<file path="src/rtl/core/sspr_pkg.sv">
// shared types and constants of the servo status packet receiver
package sspr_pkg;

    // header byte, masks and length constants
    localparam logic [7:0] HDR_BYTE    = 8'hFF;
    localparam logic [7:0] CHK_MASK    = 8'hFE;
    localparam logic [7:0] FLAG_MASK   = 8'hFD;
    localparam logic [7:0] MIN_LEN     = 8'd9;
    localparam logic [7:0] FIXED_BYTES = 8'd7;

    // input kinds
    localparam logic KIND_BYTE    = 1'b0;
    localparam logic KIND_TIMEOUT = 1'b1;

    // register indexes
    localparam logic REG_EXPECTED_ID = 1'b0;
    localparam logic REG_MAX_LENGTH  = 1'b1;

    // verdict codes
    typedef enum logic [2:0] {
        V_PAYLOAD      = 3'd0,
        V_OK           = 3'd1,
        V_ID_MISMATCH  = 3'd2,
        V_CHECKSUM_BAD = 3'd3,
        V_BAD_LENGTH   = 3'd4,
        V_TIMEOUT_EMPTY   = 3'd5,
        V_TIMEOUT_PARTIAL = 3'd6
    } verdict_t;

    // parser phases
    typedef enum logic [2:0] {
        PH_HUNT = 3'd0,
        PH_HDR  = 3'd1,
        PH_LEN  = 3'd2,
        PH_ID   = 3'd3,
        PH_CMD  = 3'd4,
        PH_CK1  = 3'd5,
        PH_CK2  = 3'd6,
        PH_DATA = 3'd7
    } phase_t;

    // one result item
    typedef struct packed {
        verdict_t   verdict;
        logic [7:0] payload_byte;
        logic [7:0] payload_index;
        logic [7:0] command_code;
        logic [7:0] error_flags;
        logic [7:0] status_detail;
        logic       last;
    } result_t;

endpackage

</file>
<file path="src/rtl/core/servo_status_packet_receiver_core.sv">
// top level of the servo status packet receiver
//
// channel   dir  handshake          payload
// s_        in   s_tvalid/s_tready  s_tdata rx_byte, s_tuser kind
// m_        out  m_tvalid/m_tready  m_tdata 40 bits, m_tuser verdict, m_tlast
// apb       in   psel/penable       expected_id at 0x0, max_length at 0x4
//
// one item per cycle sustained while m_ is not stalled; a result, for an item that gives one,
// passes the input register, one parser step and the result register before it shows on m_.
// reset clears the parser to header hunting and the registers to their defaults.
// a stalled m_ side holds the result register; the input register keeps one
// more item, then s_tready drops.
module servo_status_packet_receiver_core
    import sspr_pkg::*;
(
    input  logic        aclk,
    input  logic        aresetn,
    // input stream
    input  logic        s_tvalid,
    output logic        s_tready,
    input  logic [7:0]  s_tdata,   // [7:0] rx_byte
    input  logic        s_tuser,   // [0] kind
    // result stream
    output logic        m_tvalid,
    input  logic        m_tready,
    output logic [39:0] m_tdata,   // [7:0] payload_byte, [15:8] payload_index,
                                   // [23:16] command_code, [31:24] error_flags,
                                   // [39:32] status_detail
    output logic [2:0]  m_tuser,   // [2:0] verdict
    output logic        m_tlast,
    // register port
    input  logic        psel,
    input  logic        penable,
    input  logic        pwrite,
    input  logic [2:0]  paddr,
    input  logic [31:0] pwdata,
    output logic [31:0] prdata,
    output logic        pready
);

    logic       in_valid_reg;
    logic       in_kind_reg;
    logic [7:0] in_byte_reg;
    logic [7:0] expected_id_reg;
    logic [7:0] max_length_reg;
    logic       out_valid_reg;
    result_t    out_reg;
    logic       out_free;
    logic       step;
    logic       res_valid;
    result_t    res;
    logic       cfg_write;
    logic       cfg_index;

    // register port
    assign pready    = 1'b1;
    assign cfg_write = psel && penable && pwrite && pready;
    assign cfg_index = paddr[2];
    assign prdata    = (cfg_index == REG_MAX_LENGTH) ? {24'd0, max_length_reg}
                                                    : {24'd0, expected_id_reg};

    always_ff @(posedge aclk) begin
        if (!aresetn) begin
            expected_id_reg <= 8'd0;
            max_length_reg  <= 8'd223;
        end else if (cfg_write) begin
            if (cfg_index == REG_EXPECTED_ID) begin
                expected_id_reg <= pwdata[7:0];
            end else begin
                max_length_reg <= pwdata[7:0];
            end
        end
    end

    // handshake between the stages
    assign out_free = !out_valid_reg || m_tready;
    assign step     = in_valid_reg && out_free;
    assign s_tready = !in_valid_reg || step;

    // input register
    always_ff @(posedge aclk) begin
        if (!aresetn) begin
            in_valid_reg <= 1'b0;
        end else if (s_tready) begin
            in_valid_reg <= s_tvalid;
        end
    end

    always_ff @(posedge aclk) begin
        if (s_tready && s_tvalid) begin
            in_kind_reg <= s_tuser;
            in_byte_reg <= s_tdata;
        end
    end

    sspr_parser u_parser (
        .aclk        (aclk),
        .aresetn     (aresetn),
        .step        (step),
        .kind        (in_kind_reg),
        .rx_byte     (in_byte_reg),
        .expected_id (expected_id_reg),
        .max_length  (max_length_reg),
        .res_valid   (res_valid),
        .res         (res)
    );

    // result register
    always_ff @(posedge aclk) begin
        if (!aresetn) begin
            out_valid_reg <= 1'b0;
        end else if (out_free) begin
            out_valid_reg <= step && res_valid;
        end
    end

    always_ff @(posedge aclk) begin
        if (step && res_valid) begin
            out_reg <= res;
        end
    end

    assign m_tvalid = out_valid_reg;
    assign m_tdata  = {out_reg.status_detail, out_reg.error_flags, out_reg.command_code,
                       out_reg.payload_index, out_reg.payload_byte};
    assign m_tuser  = out_reg.verdict;
    assign m_tlast  = out_reg.last;

    // a mid-packet result is always a payload transfer
    a_mid_is_payload: assert property (@(posedge aclk) disable iff (!aresetn)
        m_tvalid && !m_tlast |-> m_tuser == V_PAYLOAD)
        else $error("non-last result carries an ending verdict");

    // an ending result never carries the payload code
    a_last_not_payload: assert property (@(posedge aclk) disable iff (!aresetn)
        m_tvalid && m_tlast |-> m_tuser != V_PAYLOAD)
        else $error("last result carries the payload verdict");

    // length and timeout verdicts carry an all-zero data word
    a_empty_data: assert property (@(posedge aclk) disable iff (!aresetn)
        m_tvalid && (m_tuser == V_BAD_LENGTH || m_tuser == V_TIMEOUT_EMPTY
                     || m_tuser == V_TIMEOUT_PARTIAL) |-> m_tdata == '0)
        else $error("framing verdict with nonzero data");

    // a held input item is not dropped while the output is blocked
    a_hold_input: assert property (@(posedge aclk) disable iff (!aresetn)
        in_valid_reg && !out_free |=> in_valid_reg && $stable(in_byte_reg)
                                      && $stable(in_kind_reg))
        else $error("pending input item lost under stall");

endmodule

</file>
<file path="src/rtl/core/sspr_parser.sv">
// packet parser state and per-item step logic
module sspr_parser
    import sspr_pkg::*;
(
    input  logic       aclk,
    input  logic       aresetn,
    input  logic       step,
    input  logic       kind,
    input  logic [7:0] rx_byte,
    input  logic [7:0] expected_id,
    input  logic [7:0] max_length,
    output logic       res_valid,
    output result_t    res
);

    phase_t     phase_reg,         phase_next;
    logic [7:0] byte_count_reg,    byte_count_next;
    logic [7:0] packet_length_reg, packet_length_next;
    logic [7:0] running_xor_reg,   running_xor_next;
    logic [7:0] received_id_reg,   received_id_next;
    logic [7:0] command_seen_reg,  command_seen_next;
    logic [7:0] check_low_reg,     check_low_next;
    logic [7:0] check_high_reg,    check_high_next;
    logic [7:0] previous_byte_reg, previous_byte_next;
    logic       any_seen_reg,      any_seen_next;

    logic [7:0] xor_data;
    logic [7:0] c1;
    logic [7:0] c2;
    logic [8:0] idx_plus;
    logic [8:0] total;
    logic       end_data;

    // checksum and end-of-payload terms for a data byte
    assign xor_data = running_xor_reg ^ rx_byte;
    assign c1       = xor_data & CHK_MASK;
    assign c2       = (~c1) & CHK_MASK;
    assign idx_plus = {1'b0, byte_count_reg} + 9'd1;
    assign total    = {1'b0, packet_length_reg} - {1'b0, FIXED_BYTES};
    assign end_data = (idx_plus >= total);

    // next state and result
    always_comb begin
        phase_next         = phase_reg;
        byte_count_next    = byte_count_reg;
        packet_length_next = packet_length_reg;
        running_xor_next   = running_xor_reg;
        received_id_next   = received_id_reg;
        command_seen_next  = command_seen_reg;
        check_low_next     = check_low_reg;
        check_high_next    = check_high_reg;
        previous_byte_next = previous_byte_reg;
        any_seen_next      = any_seen_reg;
        res_valid          = 1'b0;
        res                = '0;
        res.verdict        = V_PAYLOAD;

        if (kind == KIND_TIMEOUT) begin
            res_valid   = 1'b1;
            res.verdict = any_seen_reg ? V_TIMEOUT_PARTIAL : V_TIMEOUT_EMPTY;
            res.last    = 1'b1;
        end else begin
            any_seen_next = 1'b1;
            unique case (phase_reg)
                PH_HUNT: begin
                    if (rx_byte == HDR_BYTE) begin
                        phase_next = PH_HDR;
                    end
                end
                PH_HDR: begin
                    phase_next = (rx_byte == HDR_BYTE) ? PH_LEN : PH_HUNT;
                end
                PH_LEN: begin
                    if (rx_byte < MIN_LEN || rx_byte > max_length) begin
                        res_valid   = 1'b1;
                        res.verdict = V_BAD_LENGTH;
                        res.last    = 1'b1;
                    end else begin
                        packet_length_next = rx_byte;
                        running_xor_next   = rx_byte;
                        byte_count_next    = '0;
                        phase_next         = PH_ID;
                    end
                end
                PH_ID: begin
                    received_id_next = rx_byte;
                    running_xor_next = xor_data;
                    phase_next       = PH_CMD;
                end
                PH_CMD: begin
                    command_seen_next = rx_byte;
                    running_xor_next  = xor_data;
                    phase_next        = PH_CK1;
                end
                PH_CK1: begin
                    check_low_next = rx_byte;
                    phase_next     = PH_CK2;
                end
                PH_CK2: begin
                    check_high_next = rx_byte;
                    phase_next      = PH_DATA;
                end
                PH_DATA: begin
                    res_valid         = 1'b1;
                    res.payload_byte  = rx_byte;
                    res.payload_index = byte_count_reg;
                    res.command_code  = command_seen_reg;
                    running_xor_next  = xor_data;
                    if (end_data) begin
                        res.error_flags   = previous_byte_reg & FLAG_MASK;
                        res.status_detail = rx_byte & FLAG_MASK;
                        res.last          = 1'b1;
                        priority if (received_id_reg != expected_id) begin
                            res.verdict = V_ID_MISMATCH;
                        end else if (check_low_reg != c1 || check_high_reg != c2) begin
                            res.verdict = V_CHECKSUM_BAD;
                        end else begin
                            res.verdict = V_OK;
                        end
                    end else begin
                        previous_byte_next = rx_byte;
                        byte_count_next    = idx_plus[7:0];
                    end
                end
                default: begin
                    phase_next = PH_HUNT;
                end
            endcase
        end

        // any ending result clears the packet context
        if (res_valid && res.last) begin
            phase_next         = PH_HUNT;
            byte_count_next    = '0;
            packet_length_next = '0;
            running_xor_next   = '0;
            received_id_next   = '0;
            command_seen_next  = '0;
            check_low_next     = '0;
            check_high_next    = '0;
            previous_byte_next = '0;
            any_seen_next      = 1'b0;
        end
    end

    // state registers
    always_ff @(posedge aclk) begin
        if (!aresetn) begin
            phase_reg         <= PH_HUNT;
            byte_count_reg    <= '0;
            packet_length_reg <= '0;
            running_xor_reg   <= '0;
            received_id_reg   <= '0;
            command_seen_reg  <= '0;
            check_low_reg     <= '0;
            check_high_reg    <= '0;
            previous_byte_reg <= '0;
            any_seen_reg      <= 1'b0;
        end else if (step) begin
            phase_reg         <= phase_next;
            byte_count_reg    <= byte_count_next;
            packet_length_reg <= packet_length_next;
            running_xor_reg   <= running_xor_next;
            received_id_reg   <= received_id_next;
            command_seen_reg  <= command_seen_next;
            check_low_reg     <= check_low_next;
            check_high_reg    <= check_high_next;
            previous_byte_reg <= previous_byte_next;
            any_seen_reg      <= any_seen_next;
        end
    end

endmodule
</file>
<file path="config.mk">
export PLATFORM = sky130hd
export DESIGN_NAME = servo_status_packet_receiver_core
export DESIGN_NICKNAME = d
export VERILOG_FILES = /design/src/rtl/core/sspr_pkg.sv /design/src/rtl/core/servo_status_packet_receiver_core.sv /design/src/rtl/core/sspr_parser.sv
export SDC_FILE = /design/constraint.sdc
export NUM_CORES = 1
export LEC_CHECK = 0
export BUFFER_PORTS_ARGS = -buffer_cell sky130_fd_sc_hd__buf_2
export CAP_MARGIN = 20
export CORE_ASPECT_RATIO = 0.75
export CORE_MARGIN = 4
export CORE_UTILIZATION = 35
export CTS_CLUSTER_DIAMETER = 120
export DETAILED_ROUTE_END_ITERATION = 12
export HOLD_SLACK_MARGIN = 0.15
export PLACE_DENSITY_LB_ADDON = 0.1
export RECOVER_POWER = 100
export SLEW_MARGIN = 20
export SYNTH_ARGS = -nofsm -noshare
export SYNTH_HDL_FRONTEND = slang
export SYNTH_HIERARCHICAL = 1
export SYNTH_SLANG_ARGS = --single-unit
export TNS_END_PERCENT = 50
</file>
<file path="constraint.sdc">
create_clock -name aclk -period 3.5 [get_ports aclk]
set_input_delay 0 -clock aclk [delete_from_list [all_inputs] [get_ports aclk]]
set_output_delay 0 -clock aclk [all_outputs]
set_load 0.1 [all_outputs]
</file>
# Word level (Yosys, flattened, before mapping)
# Cells that the tools add are included.
[op_classes]
addsub = 2
n_mux = 50
magnitude_cmp = 3
n_reduce_logical = 37
eq_ne = 17
bitwise_logic = 5
[ops]
columns = ["operator", "count"]
rows = [
  ["$mux W8", 27],
  ["$pmux W8 S2", 2],
  ["$ne A8 B8 Y1", 3],
  ["$mux W3", 7],
  ["$pmux W3 S7", 1],
  ["$eq A3 B3 Y1 const B", 4],
  ["$reduce_and A3 Y1", 4],
  ["$reduce_and A4 Y1", 3],
  ["$reduce_bool A2 Y1", 6],
  ["$reduce_and A5 Y1", 2],
  ["$add A8 B1 Y9 const B", 1],
  ["$ge A9 B9 Y1", 1],
  ["$sub A8 B3 Y9 const B", 1],
  ["$eq A8 B8 Y1 const B", 1],
  ["$gt A8 B8 Y1", 1],
  ["$lt A8 B4 Y1 const B", 1],
  ["$mux W2", 4],
  ["$not A8 Y8", 1],
  ["$reduce_bool A8 Y1", 1],
  ["$xor A8 B8 Y8", 1],
  ["$eq A3 B2 Y1 const B", 2],
  ["$logic_and A1 B1 Y1", 6],
  ["$mux W1", 6],
  ["$ne A3 B3 Y1 const B", 2],
  ["other kinds (14)", 26],
]
[totals]
output_inout_bits = 79
ff_bits = 139
inputBits = 51

# Logic depth before layout (Yosys ltp)
# Gate-level depths: netlist of run 1.
[logic_depth]
depth_word = 9
depth_mapped = 12

# Modules after synthesis
# Netlist of run 1, hierarchy kept.
[by_module_without_submodules]
columns = ["mod", "n_inst", "area_each_um2", "cells_per_inst"]
rows = [
  ["sspr_parser", 1, 4181.5, 494],
  ["servo_status_packet_receiver_core", 1, 2671.3, 170],
]

# Worst setup path after synthesis of run 1
# No wires, ideal clock.
[synth_timing]
path_type = "reg2reg"
start = "register in_byte_reg[0]"
end = "register out_reg, in the netlist m_tdata[0], enable pin"
required_time_ps = 3094
setup_time_ps = 406
arrival_ps = 2999
path_slack_ps = 95
path_buffers = 1
stages_incl_launch_ff = 10
cell_sequence = "edfxtp_1 inv_1 ha_1 nand4_1 or4b_1 a21oi_2 nor3_4 clkbuf_1 nand2_1 and3_1"
[synth_between]
elab_chain_cells = 6
word_cells_on_any_way = 7
[synth_rtl]
columns = ["item", "line", "source"]
rows = [
  ["from (decl)", "servo_status_packet_receiver_core.sv:43", "logic [7:0] in_byte_reg;"],
  ["from (signal assigned)", "servo_status_packet_receiver_core.sv:92", "in_byte_reg <= s_tdata;"],
  ["$lt A8 B4 Y1 / $gt A8 B8 Y1 (equally long branches)", "sspr_parser.sv:74", "if (rx_byte < MIN_LEN || rx_byte > max_length) begin"],
  ["$logic_or A1 B1 Y1 (*)", "sspr_parser.sv:74", ""],
  ["$mux W1 (*)", "sspr_parser.sv:74", ""],
  ["$pmux W1 S2 (*)", "sspr_parser.sv:64", "unique case (phase_reg)"],
  ["$mux W1 (*)", "sspr_parser.sv:58", "if (kind == KIND_TIMEOUT) begin"],
  ["via res_valid", "servo_status_packet_receiver_core.sv:50", "logic res_valid;"],
  ["$logic_and A1 B1 Y1 (*)", "servo_status_packet_receiver_core.sv:118", "if (step && res_valid) begin"],
  ["to (signal assigned)", "servo_status_packet_receiver_core.sv:119", "out_reg <= res;"],
  ["to (decl)", "servo_status_packet_receiver_core.sv:47", "result_t out_reg;"],
]
# Mark *: on every way through the listed nets, which the timed path passes. The rest lies on a longest branch.
# A chain may end at the register's enable or synchronous reset.

# Worst setup path after layout of run 1
[layout_timing]
start = "register u_parser.byte_count_reg[0]"
end = "register u_parser.command_seen_reg[2]"
[layout_between]
elab_chain_cells = 8
word_cells_on_any_way = 10
[layout_rtl]
columns = ["item", "line", "source"]
rows = [
  ["from (decl)", "sspr_parser.sv:17", "logic [7:0] byte_count_reg, byte_count_next;"],
  ["from (signal assigned)", "sspr_parser.sv:161", "byte_count_reg <= byte_count_next;"],
  ["$add A8 B1 Y9 (*)", "sspr_parser.sv:38", "assign idx_plus = {1'b0, byte_count_reg} + 9'd1;"],
  ["$ge A9 B9 Y1 (*)", "sspr_parser.sv:40", "assign end_data = (idx_plus >= total);"],
  ["$mux W1 (*)", "sspr_parser.sv:109", "if (end_data) begin"],
  ["$pmux W1 S2 (*)", "sspr_parser.sv:64", ""],
  ["$mux W1 (*)", "sspr_parser.sv:58", ""],
  ["$logic_and A1 B1 Y1 (*)", "sspr_parser.sv:132", "if (res_valid && res.last) begin"],
  ["$ne A2 B1 Y1 (no line) / $reduce_bool A2 Y1 (equally long branches)", "n/a", ""],
  ["$reduce_and A3 Y1 (no line)", "n/a", ""],
  ["to (signal assigned)", "sspr_parser.sv:165", "command_seen_reg <= command_seen_next;"],
  ["to (decl)", "sspr_parser.sv:21", "logic [7:0] command_seen_reg, command_seen_next;"],
]
# Every way passes the cells marked *; elsewhere a longest branch is shown, timed or not.

==> results of run 1 <==
==> what timing repair did <==
item                       CTS  global route
hold endpoints to repair    36             0
resized for setup            0             0
setup endpoints to repair    0             5
hold buffers                20             0
==> per-stage QoR <==
stage	instances	setup slack (ps)
after floorplan	688	94.81
after global placement	976	311.1
after detailed placement	976	252.4
after CTS	1028	211.5
after global routing	1028	3.049
final	1028	199.2
==> worst max-delay path: cells and delay by family (launching register included) <==
kind            cells  cell delay [ps]
compound gates      4             1260
xor+xnor            1              160
fa+ha+maj           2              540
buf+inv             1              240
flops               1              400
simple gates        3              610
==> routing by layer <==
layer / up-vias / track usage [%]
met2: 148 / 23.72
met4: 0 / 6.058
met1: 2545 / 25.54
li1: 2589 / -
met3: 20 / 3.385
met5: - / 0
==> cell type report <==
class	count	area (sq um)	area share, %
repair buffers	121	669.4	8.249
inverters	18	70.07	0.8634
flip-flops and latches	137	3273	40.33
multi-input cells	467	3204	39.49
well taps	253	316.6	3.901
clock inverters	12	125.1	1.542
clock buffers	20	456.7	5.628
==> Yosys cell counts, types with 17 or more instances <==
master	count	area, sq um
clkbuf_1	28	105.1
o21ai_0	23	115.1
nor2_1	28	105.1
ha_1	19	237.7
a21oi_1	19	95.09
and3_1	38	237.7
dfxtp_1	84	1682
xor2_1	17	148.9
nand2_1	56	210.2
nor2b_1	28	175.2
edfxtp_1	53	1592
inv_1	17	63.81
mux2i_1	21	210.2
buf_4	27	202.7
==> kinds of logic after synthesis <==
logic type	count (synthesis)	synth area share (%)
compound gates	134	15.10
xor+xnor	28	3.579
fa+ha+maj	19	3.469
buf+inv	84	6.646
flops	137	47.76
mux	30	4.546
other cells	3	0.1643
simple gates	229	18.73
==> where the power goes <==
part / internal (mW) / switching [mW]
Sequential: 1.69 / 0.0209
Clock: 1.08 / 0.685
Combinational: 0.0935 / 0.458
==> placed cells by master (no fill, tap or decap), drive strengths merged, types with 6 or more instances in the layout <==
master        n
dfxtp        84
clkbuf       82
mux2i        21
a31oi         6
nor3         10
o22ai         9
conb         27
nand3        12
ha           19
nand4         8
nor2         28
xor2         17
o21ai        23
nand3b        6
edfxtp       53
a21oi        20
inv          18
and3         38
nand2        56
and2         15
dlygate4sd3  20
nor4         11
a41o          7
nor2b        28
o2bb2ai      14
xnor2        11
mux2          9
a22o         16
buf          39
==> worst paths after layout <==
path	from	to	slack (ps)	cells after the start
min	penable	max_length_reg[7]	190	3
min reg2reg	u_parser/command_seen_reg[0]	u_parser/command_seen_reg[0]	460	1
max reg2reg	u_parser/byte_count_reg[0]	u_parser/command_seen_reg[2]	200	11
max	u_parser/byte_count_reg[0]	u_parser/command_seen_reg[2]	200	11
==> summary.txt, run 1 <==
GRT
  • Initial antenna violation count: 0
  • Wire length of the first global-routing pass: 28.57 mm
  • Maximum number of pins on one net before global-route repair: 63
  • Gr usage total: 16.87%
  • Number of global-route vias before repair: 5146
  • Grt total ovfl: 0

Drt
  • Number of design-rule violations left by the first detailed-router iteration: 403
  • Length of routed met2 wiring: 7.582 mm
  • Number of antenna-violating nets in the routed design: 0
  • Vias: 5302
  • Number of vias per cell after detailed routing: 5.158
  • Routed wire length: 18.30 mm
  • Sum of routed wire segments on met1: 9.563 mm
  • Uppermost layer routed: met4
  • Number of remaining DRC errors: 0
  • Routed length per instance: 17.80 um
  • Met3 WL: 915 um
  • Number of detailed-route iterations in the first pass: 4

Timing
  • Setup-violating endpoint count in the final report: 0
  • Achievable frequency: 303.0 MHz
  • Number of max-slew violations in the final report: 63
  • Final critical path time including I/O delays and setup: 3301 ps
  • Final-layout worst hold slack: 191.4 ps
  • Transition time at the pin with the least slew margin: 2453 ps
  • Post-route fraction of the period consumed by the critical path: 94.31%
  • RSZ-0062 raised after global routing: no
  • Total Neg Setup Slack: 0 ps
  • Worst Skew: 12.41 ps
  • Headroom to the max-slew limit: -63.56%
  • Hold Vio Cnt, Final: 0

Clocking
  • Clk sinks: 137
  • Clock tree from TritonCTS: yes
  • H-tree Lvls: 4
  • Number of post-CTS setup repair buffers: 0
  • Root buf cell: clkbuf_16
  • Clock latency on the worst-skew pair: 420 ps
  • Total clock buffers created by CTS: 17
  • Clk buf depth: 2
  • Clock-pin slew on the worst setup and hold paths: 60 ps

Floorplan
  • Initial core utilization: 35.56%
  • Number of top-level pins: 130
  • Core Box Area: 19270 sq um
  • Width of the die: 169.6 um
  • Die Y: 129.2 um
  • Core Rows: 44
  • Die Outline Area: 21910 sq um

Critical path
  • Peak fanout along the critical path: 10
  • Worst path most repeated cell: ha_1
  • Cell breakdown of the critical path: ha_1 -> and3_1 -> nand3_1 -> xnor2_1 -> ha_1 -> and4_1 -> a211oi_1 -> o22ai_1 -> buf_4 -> o41ai_4 -> o2bb2ai_1
  • Arrival @ worst endpoint: 3640 ps
  • Worst path required time: 3840 ps
  • Setup crit start kind: flip-flop
  • CP endpoint kind: flip-flop
  • Worst path max stage delay: 570 ps
  • Cell with the biggest individual delay on the critical path: o41ai_4
  • Start-to-end type of the worst setup path: reg2reg

Power
  • Power density of the placed cells: 496.1 nW/um^2
  • Total Power Consumption: 4.026 mW
  • Static leakage power: 3.208 nW
  • Worst VDD drop: 0.2339 mV

Placement
  • Count of port buffers added during placement: 78
  • Standard cell area after detailed placement: 7438 sq um
  • RePlAce Congestion: 0.7937
  • DPL Wire Length: 12.31 mm

Synthesis
  • Fraction of the yosys area taken by sequential cells: 47.76%
  • Ys flop type: dfxtp_1
  • Post-synth EDFFs: 53
  • Flop and latch count out of synthesis: 137
  • Syn avg cell area: 10.32 sq um
  • Synthesis Warnings: 6
  • Syn Inst Count: 664
  • Post-synthesis async set-or-reset flop share: 0%
  • Post-Syn Area: 6853 sq um
  • Synth cell types: 65

Layout
  • Diodes inserted: 0
  • Share of cells above drive strength 1: 11.74%
  • Final non-filler cell area: 8115 sq um
  • Max reg flops: 40
  • Signed area change from the synthesized netlist to the final layout: 18.42%
  • Number of nets at the end of the flow: 832
  • Final core occ: 42.12%
  • Number of fillers in the final layout: 1916

Status
  • Run status: complete, but fails checks
  • Violated checks: max-capacitance violations, max-slew violations

Run
  • Max capacitance violation total: 1

Worst hold path
  • Type of the worst min-delay path: in2reg
(Power assumes the default switching activity.)
==> run 2, diff against run 1 <==
SYNTH_HIERARCHICAL = unset   (was 1)
==> summary.txt, run 2 <==
Status
  • Run status: completed

Drt
  • Routed wire length: 18.46 mm (+0.88%)
  • Number of detailed-route iterations in the first pass: 5 (+1)
  • Number of remaining DRC errors: 0 (unchanged)
  • Routed length per instance: 17.06 um (-4.2%)
  • Vias: 5576 (+5.2%)
  • Number of vias per cell after detailed routing: 5.153 (about the same)
  • Number of design-rule violations left by the first detailed-router iteration: 337 (-16%)
  • Number of antenna-violating nets in the routed design: 0 (unchanged)

Clocking
  • Total clock buffers created by CTS: 17 (unchanged)
  • Clock latency on the worst-skew pair: 420 ps (about the same)
  • Clock-pin slew on the worst setup and hold paths: 60 ps (about the same)
  • Clk sinks: 135 (-1.5%)
  • Clock tree from TritonCTS: yes
  • Root buf cell: clkbuf_16
  • Clk buf depth: 2 (unchanged)
  • H-tree Lvls: 4 (unchanged)
  • Resize count post-CTS: 0 (unchanged)

Critical path
  • CP endpoint kind: flip-flop
  • Depth of the worst register-to-register path: 11 (unchanged)
  • Peak fanout along the critical path: 8 (-2)
  • Setup crit start kind: flip-flop
  • Capture instance of the worst register-to-register path: u_parser.command_seen_reg[6]
  • Flop2flop setup slack: 340 ps (+140 ps)
  • Worst path required time: 3770 ps (-70 ps)
  • Startpoint of the worst register-to-register path: u_parser.packet_length_reg[0]
  • Arrival @ worst endpoint: 3430 ps (-210 ps)
  • Start-to-end type of the worst setup path: reg2reg

Synthesis
  • Mux share of post-synthesis cell area: 2.658% (-1.9 points)
  • Synthesized-area fraction occupied by xor and xnor cells: 3.977% (+0.40 points)
  • Post-synthesis async set-or-reset flop share: 0% (unchanged)
  • Most common library cells after synthesis: 138 x nand2_1, 84 x dfxtp_1, 51 x edfxtp_1
  • Syn avg cell area: 9.521 sq um (-7.7%)
  • Ys flop type: dfxtp_1
  • Synth cell types: 59 (-9.2%)
  • Fraction of the yosys area taken by sequential cells: 47.07% (-0.70 points)
  • Synthesis Warnings: 0 (-6)
  • Syn Inst Count: 717 (+8.0%)
  • Post-Syn Area: 6827 sq um (-0.38%)
  • Top-area cell type share of the netlist area: 24.63% (+0.094 points)
  • Simple-gate area share of the yosys netlist: 20.00% (+1.3 points)
  • Complex-gate fraction of the synthesized area: 15.89% (+0.79 points)
  • Flop and latch count out of synthesis: 135 (-1.5%)
  • Post-synth EDFFs: 51 (-3.8%)
  • Main combinational cell family by area after synthesis: simple AND/OR/NAND/NOR gates
  • Count leader, synth: nand2_1
  • Adder and majority gate portion of the synthesized area: 3.482% (+0.013 points)
  • Ranking of synthesized cells by area: dfxtp_1 25%, edfxtp_1 22%, nand2_1 7.6%
  • Area leader, netlist: dfxtp_1

Timing
  • Setup-violating endpoint count in the final report: 0 (unchanged)
  • Final critical path time including I/O delays and setup: 3160 ps (-140.6 ps)
  • Transition time at the pin with the least slew margin: 1421 ps (-1032 ps)
  • Number of max-slew violations in the final report: 0 (-100%)
  • Post-route fraction of the period consumed by the critical path: 90.29% (-4.0 points)
  • Headroom to the max-slew limit: 5.247% (+69 points)
  • Total Neg Setup Slack: 0 ps (unchanged)
  • Worst Skew: 12.13 ps (-0.2889 ps)
  • Achievable frequency: 316.4 MHz (+4.4%)
  • RSZ-0062 raised after global routing: no
  • Hold Vio Cnt, Final: 0 (unchanged)
  • Final WS setup: 339.8 ps (+140.6 ps)
  • Final-layout worst hold slack: 240.5 ps (+49.10 ps)

Worst hold path
  • Hold EP: max_length_reg[6]
  • Type of the worst min-delay path: in2reg
  • Hold path cells: 4 (+1)
  • Startpoint of the tightest hold check path: pwrite

Power
  • Switch share: 28.49% (-0.42 points)
  • Cell internal power dissipation: 2.796 mW (-2.3%)
  • Power density of the placed cells: 478.6 nW/um^2 (-3.5%)
  • Power dissipated by switching net loads: 1.114 mW (-4.3%)
  • Static leakage power: 3.349 nW (+4.4%)
  • Part of the total power dissipated in sequential elements: 42.9% (+0.4 points)
  • Comb pwr share: 11.6% (-2.1 points)
  • Fraction of power consumed by the clock network: 45.5% (+1.7 points)
  • Worst VDD drop: 0.2371 mV (+1.4%)

Floorplan
  • Width of the die: 169.3 um (-0.18%)
  • Initial core utilization: 36.25% (+0.69 points)
  • Die Outline Area: 21830 sq um (-0.36%)
  • Core Box Area: 18830 sq um (-2.3%)
  • Number of top-level pins: 130 (unchanged)
  • Die Y: 128.9 um (-0.18%)
  • Core Rows: 43 (-2.3%)

Layout
  • Number of fillers in the final layout: 1850 (-3.4%)
  • Number of nets at the end of the flow: 892 (+7.2%)
  • Leading cell type in the layout, fill and taps excluded: nand2_1
  • Share of cells above drive strength 1: 11.50% (-0.24 points)
  • Diodes inserted: 0 (unchanged)
  • Signed area change from the synthesized netlist to the final layout: 19.67%
  • Max reg flops: 38 (-5.0%)
  • Flip-flop and latch area: 3213 sq um (-1.8%)
  • Multi-input combinational cell area: 3218 sq um (+0.43%)
  • Final non-filler cell area: 8169 sq um (+0.66%)
  • Commonest cells after routing, fill and taps aside: 138 x nand2_1, 84 x dfxtp_1, 56 x clkbuf_1, 51 x edfxtp_1, 44 x a21oi_1

GRT
  • Initial antenna violation count: 0 (unchanged)
  • Grt total ovfl: 0 (unchanged)
  • Gr usage total: 17.17% (+0.30 points)
  • Number of global-route vias before repair: 5323 (+3.4%)
  • Wire length of the first global-routing pass: 29.28 mm (+2.5%)
  • Maximum number of pins on one net before global-route repair: 43 (-32%)

Run
  • Max capacitance violation total: 0 (-1)

Placement
  • Worst-case setup slack after placement: 434.4 ps (+182.0 ps)
  • DPL Wire Length: 12.69 mm (+3.1%)
  • Count of port buffers added during placement: 76 (-2.6%)
  • Standard cell area after detailed placement: 7410 sq um (-0.39%)
  • RePlAce Congestion: 0.8492 (+7.0%)
-- run 2: cell count changes in the layout (fill, tap and decap cells not counted), sizes merged, moves of 12 or more --
cell	delta
a211o	+24
o2bb2ai	-14
nand2b	+12
nand2	+83
o21ai	-13
and3	-13
a21oi	+24
nor2b	-21
mux2i	-13
-- run 2: worst max path at each step --
stage | start | to | slack (ps)
after floorplan | in_byte_reg[1] | m_tdata[0] | 520
after global placement | u_parser.packet_length_reg[0] | u_parser.phase_reg[2] | 410
after detailed placement | u_parser.byte_count_reg[0] | u_parser.phase_reg[2] | 430
after CTS | u_parser.packet_length_reg[0] | u_parser.phase_reg[2] | 420
after global routing | u_parser.packet_length_reg[0] | u_parser.command_seen_reg[6] | 60
final | u_parser.packet_length_reg[0] | u_parser.command_seen_reg[6] | 340
-- run 2: power groups by stage --
| stage | Combinational, mW | Clock [mW] | Sequential, mW |
|---|---|---|---|
| finish | 0.454 | 1.78 | 1.68 |
| global route | 0.481 | 1.89 | 1.68 |
| CTS | 0.458 | 1.81 | 1.68 |
| detailed placement | 0.435 | 0 | 1.71 |
| global placement | 0.430 | 0 | 1.71 |
| floorplan | 0.355 | 0 | 1.72 |
-- run 2: cells by family after synthesis --
| logic type | count (synthesis) |
|---|---|
| buffers and inverters | 85 |
| AO/OA/AOI/OAI | 146 |
| flip-flops | 135 |
| XOR/XNOR | 31 |
| adder cells (fa/ha/maj) | 19 |
| AND/OR/NAND/NOR | 282 |
| multiplexers | 17 |
| other | 2 |
-- run 2: per-stage QoR --
step | util (%) | cells | power [mW]
CTS | 43.95 | 1082 | 3.946
finish | 43.38 | 1082 | 3.909
detailed placement | 39.35 | 1022 | 2.146
floorplan | - | 742 | 2.072
global route | 43.38 | 1082 | 4.052
global placement | 39.35 | 1022 | 2.140
-- run 2: timing repair --
item | CTS | global route
buffers inserted | 0 | 0
hold buffers | 28 | 0
hold endpoints to repair | 41 | 0
-- run 2: area by class of cell --
class	instances	share of cell area, %
Multi-Input combinational cell	522	39.39
Clock buffer	19	5.560
Clock inverter	13	1.624
Inverter	18	0.8577
Tap cell	247	3.783
Sequential cell	135	39.33
Timing Repair Buffer	128	9.450
-- run 2: worst max-delay path, stage by stage, from the launching register on --
cell and delay [ps]:
dfxtp_1 340, ha_1 240, a2111oi_0 410, buf_4 190, xnor2_1 60, ha_1 290, nand4_1 110, o311a_1 420
nor2_1 450, clkbuf_2 310, a211o_1 130, a21oi_1 60
-- run 2: metal layers --
layer	vias to the layer above	track usage [%]	routed length (um)
met1	2686	24.73	9245
met2	165	25.43	7877
met3	21	4.146	1078
met4	0	5.537	255
li1	2704	-	-
met5	-	0	0
